<file path="src/sv/fnac_pkg.sv">
// Shared types and constants for the framewise normalised autocorrelation block.
// No dependencies. Imported by the interfaces, fnac_scale and the top level.
`default_nettype none

package fnac_pkg;

  // Parameter defaults
  localparam int unsigned MAX_WINDOW_DEF  = 1024;
  localparam int unsigned MAX_LAGS_DEF    = 64;
  localparam int unsigned SAMPLE_BITS_DEF = 16;
  localparam int unsigned STORE_DEPTH_DEF = 2048;

  // Register widths
  localparam int unsigned WIN_REG_W   = 11;
  localparam int unsigned LAGS_REG_W  = 7;
  localparam int unsigned HOP_REG_W   = 11;
  localparam int unsigned LIMIT_REG_W = 16;
  localparam int unsigned CFG_DATA_W  = 16;
  localparam int unsigned CFG_IDX_W   = 2;

  // Register reset values
  localparam logic [WIN_REG_W-1:0]   WIN_RST   = 11'd256;
  localparam logic [LAGS_REG_W-1:0]  LAGS_RST  = 7'd64;
  localparam logic [HOP_REG_W-1:0]   HOP_RST   = 11'd128;
  localparam logic [LIMIT_REG_W-1:0] LIMIT_RST = 16'hFFFF;

  // Result field widths
  localparam int unsigned LAG_IDX_W = 6;
  localparam int unsigned CORR_W    = 42;
  localparam int unsigned SCALE_W   = 41;
  localparam int unsigned FRAME_W   = 16;

  typedef enum logic [CFG_IDX_W-1:0] {
    CFG_WINDOW = 2'd0,
    CFG_LAGS   = 2'd1,
    CFG_HOP    = 2'd2,
    CFG_LIMIT  = 2'd3
  } fnac_cfg_e;

  typedef enum logic [1:0] {
    ST_IDLE,
    ST_MAC,
    ST_HAND
  } fnac_state_e;

  typedef enum logic [1:0] {
    SC_IDLE,
    SC_MUL,
    SC_ROOT,
    SC_DONE
  } fnac_sc_state_e;

  typedef struct packed {
    logic start;
    logic take;
  } fnac_sc_req_t;

  typedef struct packed {
    logic busy;
    logic done;
  } fnac_sc_sts_t;

endpackage

`default_nettype wire

</file>
<file path="src/sv/fnac_scale.sv">
// Scale unit: shift-add product of two operands, then bit-pair floor square root.
// Depends on fnac_pkg. Used by the top level.
`default_nettype none

module fnac_scale
  import fnac_pkg::*;
#(
  parameter int unsigned OP_W = 43
)(
  input  logic            clk_i,
  input  logic            rst_ni,
  input  fnac_sc_req_t    req_i,
  input  logic [OP_W-1:0] r0_i,
  input  logic [OP_W-1:0] energy_i,
  output fnac_sc_sts_t    sts_o,
  output logic [OP_W-1:0] root_o
);
  localparam int unsigned PW    = 2 * OP_W;
  localparam int unsigned CNT_W = $clog2(OP_W + 1);

  fnac_sc_state_e    state_q, state_d;
  logic [CNT_W-1:0]  cnt_q, cnt_d;
  logic [PW-1:0]     mcand_q, mcand_d;
  logic [OP_W-1:0]   mplier_q, mplier_d;
  logic [PW-1:0]     acc_q, acc_d;
  logic [OP_W+1:0]   rem_q, rem_d;
  logic [OP_W-1:0]   root_q, root_d;
  logic [OP_W+1:0]   rem_sh, trial;

  always_ff @(posedge clk_i or negedge rst_ni) begin
    if (!rst_ni) begin
      state_q <= SC_IDLE;
      cnt_q   <= '0;
    end else begin
      state_q <= state_d;
      cnt_q   <= cnt_d;
    end
  end

  always_ff @(posedge clk_i) begin
    mcand_q  <= mcand_d;
    mplier_q <= mplier_d;
    acc_q    <= acc_d;
    rem_q    <= rem_d;
    root_q   <= root_d;
  end

  always_comb begin
    state_d  = state_q;
    cnt_d    = cnt_q;
    mcand_d  = mcand_q;
    mplier_d = mplier_q;
    acc_d    = acc_q;
    rem_d    = rem_q;
    root_d   = root_q;
    rem_sh   = {rem_q[OP_W-1:0], acc_q[PW-1 -: 2]};
    trial    = {root_q, 2'b01};
    unique case (state_q)
      SC_IDLE: begin
        if (req_i.start) begin
          mcand_d  = PW'(r0_i);
          mplier_d = energy_i;
          acc_d    = '0;
          cnt_d    = '0;
          state_d  = SC_MUL;
        end
      end
      SC_MUL: begin
        if (mplier_q[0]) acc_d = acc_q + mcand_q;
        mcand_d  = mcand_q << 1;
        mplier_d = mplier_q >> 1;
        cnt_d    = cnt_q + 1'b1;
        if (cnt_q == CNT_W'(OP_W - 1)) begin
          cnt_d   = '0;
          rem_d   = '0;
          root_d  = '0;
          state_d = SC_ROOT;
        end
      end
      SC_ROOT: begin
        if (rem_sh >= trial) begin
          rem_d  = rem_sh - trial;
          root_d = {root_q[OP_W-2:0], 1'b1};
        end else begin
          rem_d  = rem_sh;
          root_d = {root_q[OP_W-2:0], 1'b0};
        end
        acc_d = acc_q << 2;
        cnt_d = cnt_q + 1'b1;
        if (cnt_q == CNT_W'(OP_W - 1)) state_d = SC_DONE;
      end
      SC_DONE: begin
        if (req_i.take) state_d = SC_IDLE;
      end
      default: state_d = SC_IDLE;
    endcase
  end

  assign sts_o.busy = (state_q != SC_IDLE);
  assign sts_o.done = (state_q == SC_DONE);
  assign root_o     = root_q;

endmodule

`default_nettype wire

</file>
<file path="config.mk">
export PLATFORM = sky130hd
export DESIGN_NAME = fnac_scale
export DESIGN_NICKNAME = d
export VERILOG_FILES = /design/src/sv/fnac_pkg.sv /design/src/sv/fnac_scale.sv
export SDC_FILE = /design/constraint.sdc
export NUM_CORES = 1
export LEC_CHECK = 0
export ABC_AREA = 0
export BUFFER_PORTS_ARGS = -buffer_cell sky130_fd_sc_hd__buf_2
export CAP_MARGIN = 20
export CORE_MARGIN = 8
export CORE_UTILIZATION = 50
export DETAILED_ROUTE_END_ITERATION = 10
export MAX_ROUTING_LAYER = met4
export PLACE_DENSITY = 0.68
export SLEW_MARGIN = 20
export SYNTH_ARGS = -nofsm -noshare
export SYNTH_HDL_FRONTEND = slang
export SYNTH_SLANG_ARGS = --single-unit
</file>
<file path="constraint.sdc">
create_clock -name clk_i -period 20.7 [get_ports clk_i]
set_input_delay 4.14 -clock clk_i [delete_from_list [all_inputs] [get_ports clk_i]]
set_output_delay 4.14 -clock clk_i [all_outputs]
set_load 0.03 [all_outputs]
</file>
# After elaboration in Yosys (flattened, before gate mapping)

Cells that the tools add are included.

Flip-flop bits (word level): 309
Bits in latches: 0
RAM bits: 0
ROM bits: 0
Input port bits: 90
Output and inout bits: 45
Word-level logic and storage cells: 51
Memories: 0

Add/sub/neg operators: 3
Multipliers: 0
Div/mod/pow operators: 0
Order comparisons: 1
Eq/ne operators: 9
Shift-type cells: 0
Multiplexer cells: 21
Bitwise logic cells: 0
Reductions and logical operators: 10

Operators with widths:

| operator            | count |
|---|---|
| $mux 86             | 3 |
| $pmux 43 s2         | 3 |
| $pmux 86 s3         | 1 |
| $mux 43             | 4 |
| $pmux 86 s2         | 1 |
| $add 86x86->86      | 1 |
| $ge 45x45->1        | 1 |
| $sub 43x43->43      | 1 |
| $pmux 6 s3          | 1 |
| $mux 6              | 2 |
| $ne 2x2->1 const B  | 5 |
| $mux 2              | 4 |
| $pmux 2 s4          | 1 |
| $add 6x1->6 const B | 1 |
| $eq 6x6->1 const B  | 1 |
| $reduce_and 2->1    | 3 |
| $reduce_bool 2->1   | 3 |
| $eq 2x2->1 const B  | 2 |
| $reduce_and 4->1    | 1 |
| $reduce_and 3->1    | 1 |
| $reduce_bool 3->1   | 1 |
| $eq 2x1->1 const B  | 1 |
| $logic_not 2->1     | 1 |
| $mux 1              | 1 |

# Logic depth before layout (Yosys ltp)

Gate-level depths: netlist of the first run.

Depth after elaboration: 3
Mapped depth: 14
Depth with buffers taken out: 13

# Worst setup path after synthesis of the first run

OpenSTA, ideal clock, no wires.

Path type: reg-to-reg
Start: register state_q[1]
End: register mcand_q[0] (enable)
Library setup time: 0.795 ns
Arrival time: 9.956 ns
Required time: 19.905 ns
Slack: 9.949 ns
Stages on the path, launching flop included: 6
Buffers on the path: 1
Period minus slack after synthesis: 10.751 ns
Cells stage by stage: dfrtp_1 > inv_1 > ha_1 > clkbuf_1 > inv_1 > o21ai_0

Word-level cells in the longest chain between the ends: 3
Elaborated cells between the ends (all ways): 5
Classes of those cells: eq/ne (2); reduce/logical (3)

RTL lines:

| element                                                          | line             | RTL |
|---|---|---|
| start, declared                                                  | fnac_scale.sv:21 | `fnac_sc_state_e state_q, state_d;` |
| start signal, assigned                                           | fnac_scale.sv:35 | `state_q <= state_d;` |
| $eq 2x1->1 / $logic_not 2->1 (equally long branches)             | fnac_scale.sv:58 | `unique case (state_q)` |
| $reduce_bool 2->1 (no line) / $ne 2x2->1 (equally long branches) | n/a              |  |
| $reduce_and 2->1 (no line) (*)                                   | n/a              |  |
| end signal, assigned                                             | fnac_scale.sv:41 | `mcand_q <= mcand_d;` |
| end, declared                                                    | fnac_scale.sv:23 | `logic [PW-1:0] mcand_q, mcand_d;` |

Mark *: on every way between the ends. The rest lies on a longest branch, timed or not.
A chain may end at the register's enable or synchronous reset.

# Worst setup path after layout of the first run

Start: input port req_i[1] in the netlist's numbering
End: register acc_q[11] (enable)

Word-level cells in the longest chain between the ends: 2

RTL lines:

| element                    | line             | RTL |
|---|---|---|
| start, declared            | fnac_scale.sv:12 | `input fnac_sc_req_t req_i,` |
| $ne 2x2->1 (no line)       | n/a              |  |
| $reduce_and 3->1 (no line) | n/a              |  |
| end signal, assigned       | fnac_scale.sv:43 | `acc_q <= acc_d;` |
| end, declared              | fnac_scale.sv:25 | `logic [PW-1:0] acc_q, acc_d;` |

No other way between the ends.

==> results.ini, run 1 <==
[timing]
fin_ws_ns = 14.75
final_hold_viol_count = 0
drv_slew = 0
finalCriticalPeriod_ns = 5.95
period_share_pct = 28.7
fmax_mhz = 168
relSlewSlack_pct = 23.8
worst_clock_skew_ns = 0.0148
rsz0062_at_grt = no
worstMarginPinSlew_ns = 1.14
setup_viol = 0
tns_ns = 0

[cells_and_area]
synthToLayoutAreaGrowth_pct = 10.4
nets = 2431
final_util_pct = 55.5
fillCellCount = 3738
drive_gt1_share_pct = 13.9

[logic_synthesis]
yosysTopAreaCell = edfxtp_1
ys.flop_type = edfxtp_1
synth_edf_count = 301
syn_area_um2 = 20900
synth_top_area_share_pct = 43.2
synthCells = 2132
synthDistinctLibCells = 75
synth_area_leaders = edfxtp_1 (43%), ha_1 (8.1%), a21oi_1 (4.7%)
ys_top_cells_by_count = edfxtp_1 (301), nand2_1 (218), a21oi_1 (195)
yosys_warnings = 0
avgSynthCellArea_um2 = 9.81
synth-seq-cells = 309
ys_seq_area_share_pct = 44.2
syn_nets = 2359
yosysMostFrequentCell = edfxtp_1
async_reset_ff_share_pct = 2.59

[worst_setup_path]
path_buf_inv = 2
cp-end-kind = register
crit_family = buffers and inverters
crit_path_top_delay_cell = buf_4
crit_type = in2reg
path_cells = buf_2 -> nand2b_1 -> nand2_1 -> a21oi_4 -> buf_4
worstPathArrival_ns = 6.11
required_ns = 20.86
cp_max_fo = 69
startpoint_type = input port
cpPeakStageDelay_ns = 0.88

[worst_hold_path]
hp-class = reg2reg

[placed_design]
io_buffers = 134
place_ws_ns = 14.16
post-dp-hpwl_um = 36500
place_congestion = 0.932

[cts]
clockBufferDepth = 3
cts_setup_buffers = 0
cts_resized = 0
cts_buffers = 37
clock_tree.root_cell = clkbuf_16
clock_latency_ns = 0.56
cts_tree = yes
cts_max_level = 2
postCtsHoldBufs = 0
cts.sinks = 309
cts.reportedPaths.clkPinSlew_ns = 0.06

[global_route]
grt_max_degree = 81
grt_pass1_vias = 16385
grt_pass1_wl_um = 83200
grtUsageTotal_pct = 21.5
gr-total-overflow = 0
antenna_found_initial = 2

[routing]
drt-met1-wl_um = 23800
wl_per_cell_um = 18.5
vias = 16426
dr.max_layer_used = met4
route.detailed.drc = 0
drtIter0Drc = 1246
postRouteAntennaNets = 0
dr_wl_met2_um = 23600
routed_wirelength_um = 51100
wl_met3_um = 2520
vias_per_cell = 5.93
dr.pass1.iters = 7

[die]
start_util_pct = 50.3
die_width_um = 220
rows = 75
ios = 135
coreArea_um2 = 41600
fp.dieH_um = 220
die_area_um2 = 48600

[run_status]
status = finished clean

[power_and_ir_drop]
p_per_area_nw_per_um2 = 117
finalPower_uw = 2700
vdd.ir_drop.worst_mv = 0.0861
p_leak_uw = 0.00924

[job]
cap_violations = 0

-- layout make-up --
type | count | area, um^2 | share of cell area (%)
Timing Repair Buffer | 148 | 776 | 3.36
Antenna cell | 2 | 5.00 | 0.0217
Sequential cell | 309 | 9240 | 40.0
Multi-Input combinational cell | 1608 | 10900 | 47.0
Clock buffer | 49 | 981 | 4.25
Tap cell | 539 | 674 | 2.92
Clock inverter | 14 | 178 | 0.770
Inverter | 100 | 375 | 1.63
-- routing by layer --
layer,track usage [%],vias up
met3,3.06,75
li1,-,8015
met2,33.7,431
met1,28.7,7905
met4,6.80,0
met5,-,-
-- per-stage QoR --
| step | instances | hold WS (ns) | area (um^2) |
|---|---|---|---|
| 3_3_place_gp | 2704 | 0.493 | 21900 |
| 2_1_floorplan | 2132 | 0.461 | 20900 |
| 6_report | 2769 | 0.533 | 23100 |
| 5_1_grt | 2769 | 0.555 | 23100 |
| 4_1_cts | 2767 | 0.526 | 23100 |
| 3_5_place_dp | 2704 | 0.518 | 21900 |
-- power by group --
group	switching (uW)	total [uW]	internal, uW
logic	698	1190	492
registers	54.3	879	825
clock network	260	634	373
-- sequential cells by signal, indices dropped and copies added, names as in the netlist --
| register | flops |
|---|---|
| mplier_q | 43 |
| cnt_q | 6 |
| root_o | 43 |
| rem_q | 43 |
| acc_q | 86 |
| mcand_q | 86 |
| state_q | 2 |
-- layout by cell type (no fill, tap or decap), types with 12 or more instances in the layout --
cell,netlist,final
a21o_1,84,84
nand2b_1,12,12
a211oi_1,17,17
nor2b_1,53,53
xor2_1,35,35
edfxtp_1,301,301
nand2_1,218,218
inv_1,99,99
a31oi_1,19,19
o21a_1,15,15
a22oi_1,32,32
clkbuf_16,0,37
and3_1,16,16
a21oi_1,195,194
o21bai_1,38,38
nand3_1,39,39
xnor2_1,71,71
o211ai_1,13,13
buf_4,3,14
nand4_1,47,47
o21ai_0,115,113
buf_2,14,134
and2_1,52,54
ha_1,136,134
nor3_1,27,27
nor2_1,146,146
mux2_2,85,85
-- path summary, 6_finish.rpt --
path / slack, ns / from / cells after the start / endpoint
worst max-delay path: 14.75 / req_i[1] / 5 / acc_q[11]
worst min-delay path: 0.53 / cnt_q[4] / 1 / cnt_q[4]
worst max register to register: 16.47 / root_o[5] / 13 / rem_q[30]
worst min register to register: 0.53 / cnt_q[4] / 1 / cnt_q[4]
max in group asynchronous: 17.10 / rst_ni / 1 / cnt_q[3]
min in group asynchronous: 3.43 / rst_ni / 1 / cnt_q[1]
-- cell families (layout without fill, tap and decap cells) --
logic type	Yosys count	in the layout	share of synthesized area [%]
adders and majority gates	137	137	8.24
buffers and inverters	215	311	4.14
AOI/OAI and AO/OA	627	627	19.3
xor gates and xnor gates	106	106	4.44
muxes	90	90	4.82
DFF	309	309	44.2
and+or+nand+nor	648	648	14.8
other	0	2	0
Note: power is estimated with default switching activity, not from simulation.
==> inputs of run 2 (changes only) <==
PLACE_DENSITY = 0.7   (was 0.68)
clock period = 5.3 ns   (was 20.7 ns; I/O delays follow)
==> run 2 against run 1 <==
Against the previous run: sequential power rose to 3.9 times the previous value; die area did not move; final cell count rose by 0.14%; non-clock buffer count is the same; critical path type is now reg2reg; largest cell class unchanged.
==> results.ini, run 2 (synthesis gave the netlist of run 1 again) <==
[run_status]
status = finished clean

[routing]
vias_per_cell = 6.03  ; +1.7%
dr.pass1.iters = 5  ; -2
route.detailed.drc = 0  ; unchanged
vias = 16730  ; +1.9%
drtIter0Drc = 1527  ; +23%
wl_per_cell_um = 19.2  ; +3.9%
routed_wirelength_um = 53200  ; +4.1%
postRouteAntennaNets = 0  ; unchanged

[cells_and_area]
most-common-layout-cells = edfxtp_1 (301), nand2_1 (218), a21oi_1 (194), nor2_1 (146)
multi_input_area_um2 = 10900  ; +0.10%
regArea_um2 = 9240  ; unchanged
final_common_cell = edfxtp_1
reg_top3 = acc_q x86, mcand_q x86
drive_gt1_share_pct = 14.2  ; +0.24 points
nets = 2431  ; unchanged
synthToLayoutAreaGrowth_pct = 11.1
fillCellCount = 3691  ; -1.3%
final_cells = 2773  ; +0.14%

[cts]
cts_setup_buffers = 0  ; unchanged
cts_resized = 0  ; unchanged
cts.reportedPaths.clkPinSlew_ns = 0.06  ; about the same
cts_tree = yes
clock_latency_ns = 0.57  ; about the same
cts_buffers = 37  ; unchanged
clock_tree.root_cell = clkbuf_16
clockBufferDepth = 3  ; unchanged
cts.sinks = 309  ; unchanged
postCtsHoldBufs = 0  ; unchanged
cts_max_level = 2  ; unchanged

[timing]
worstMarginPinSlew_ns = 1.13  ; -0.0110 ns
setup_viol = 0  ; unchanged
tns_ns = 0  ; unchanged
fmax_mhz = 251
finalCriticalPeriod_ns = 3.98
period_share_pct = 75.1
rsz0062_at_grt = no
drv_slew = 0  ; unchanged
relSlewSlack_pct = 24.5  ; +0.73 points
fin_ws_ns = 1.32  ; -13.43 ns
final_hold_viol_count = 0  ; unchanged
worst_clock_skew_ns = 0.0277  ; +0.0130 ns

[worst_setup_path]
cp-end-kind = register
worstPathArrival_ns = 4.30  ; -1.81 ns
required_ns = 5.62  ; -15.24 ns
startpoint_type = register
cp_max_fo = 4  ; -94%
crit_type = reg2reg

[placed_design]
post-dp-hpwl_um = 38200  ; +4.6%
place_congestion = 0.927  ; -0.51%
io_buffers = 134  ; unchanged
post-place-cells = 2704  ; unchanged
place_ws_ns = 1.42  ; -12.74 ns

[power_and_ir_drop]
vdd.ir_drop.worst_mv = 0.281  ; +230%
p_per_area_nw_per_um2 = 462  ; +290%
p_leak_uw = 0.00931  ; +0.77%

[global_route]
grtUsageTotal_pct = 22.3  ; +0.80 points
antenna_found_initial = 1  ; -1
grt_pass1_vias = 16555  ; +1.0%
gr-total-overflow = 0  ; unchanged
grt_pass1_wl_um = 86100  ; +3.6%
grt_max_degree = 87  ; +7.4%

[job]
cap_violations = 0  ; unchanged

[die]
die_width_um = 220  ; unchanged
fp.dieH_um = 220  ; unchanged
ios = 135  ; unchanged
rows = 75  ; unchanged
coreArea_um2 = 41600  ; unchanged
die_area_um2 = 48600  ; unchanged
start_util_pct = 50.3  ; unchanged

[worst_hold_path]
hp-class = in2async

-- run 2: per-layer routing --
layer / vias up / global-route usage (%) / share of wire, %
met5: - / - / 0
met2: 507 / 35.9 / 47
li1: 8022 / - / -
met3: 102 / 3.18 / 5.1
met1: 8099 / 28.8 / 45
met4: 0 / 7.39 / 2.8
-- run 2: through the flow --
stage	utilization (%)	hold slack [ns]	total power, uW	area, um^2
after floorplan	-	0.461	7090	20900
after global placement	52.8	0.493	8010	22000
after detailed placement	52.8	0.496	8080	22000
after CTS	55.8	0.305	10800	23200
after global routing	55.9	0.331	11500	23200
final	55.9	0.332	10700	23200
-- run 2: worst paths after layout --
| path | startpoint | to | slack (ns) | cells after the start |
|---|---|---|---|---|
| worst max-delay path | acc_q[0] | acc_q[70] | 1.32 | 13 |
| worst min-delay path | rst_ni | state_q[1] | 0.33 | 1 |
| min in group clk_i | cnt_q[4] | cnt_q[4] | 0.52 | 1 |
| worst max register to register | acc_q[0] | acc_q[70] | 1.32 | 13 |
| max in group asynchronous | rst_ni | cnt_q[0] | 4.79 | 1 |
| worst min register to register | cnt_q[4] | cnt_q[4] | 0.52 | 1 |
-- run 2: where the power goes --
| part | internal, uW | switching, uW |
|---|---|---|
| logic | 1930 | 2730 |
| registers | 3220 | 215 |
| clock network | 1570 | 1070 |
-- run 2: worst max-delay path, stage by stage (launching register included) --
cell	delay [ns]
edfxtp_1	0.35
ha_1	0.17
inv_1	0.06
fa_1	0.41
nor2b_1	0.16
o21ai_0	0.12
a21oi_1	0.29
o2111ai_1	0.18
a311oi_1	0.62
o211ai_1	0.30
a21oi_1	0.33
o21ai_0	0.26
a21o_1	0.24
a32o_1	0.24
-- run 2: layout make-up --
class | instances | area share, %
antenna | 1 | 0.0108
clock buffer | 44 | 4.19
clock inverter | 24 | 1.22
inverter | 100 | 1.62
multi-input combinational | 1608 | 46.8
sequential | 309 | 39.8
tap | 539 | 2.90
timing repair buffer | 148 | 3.52
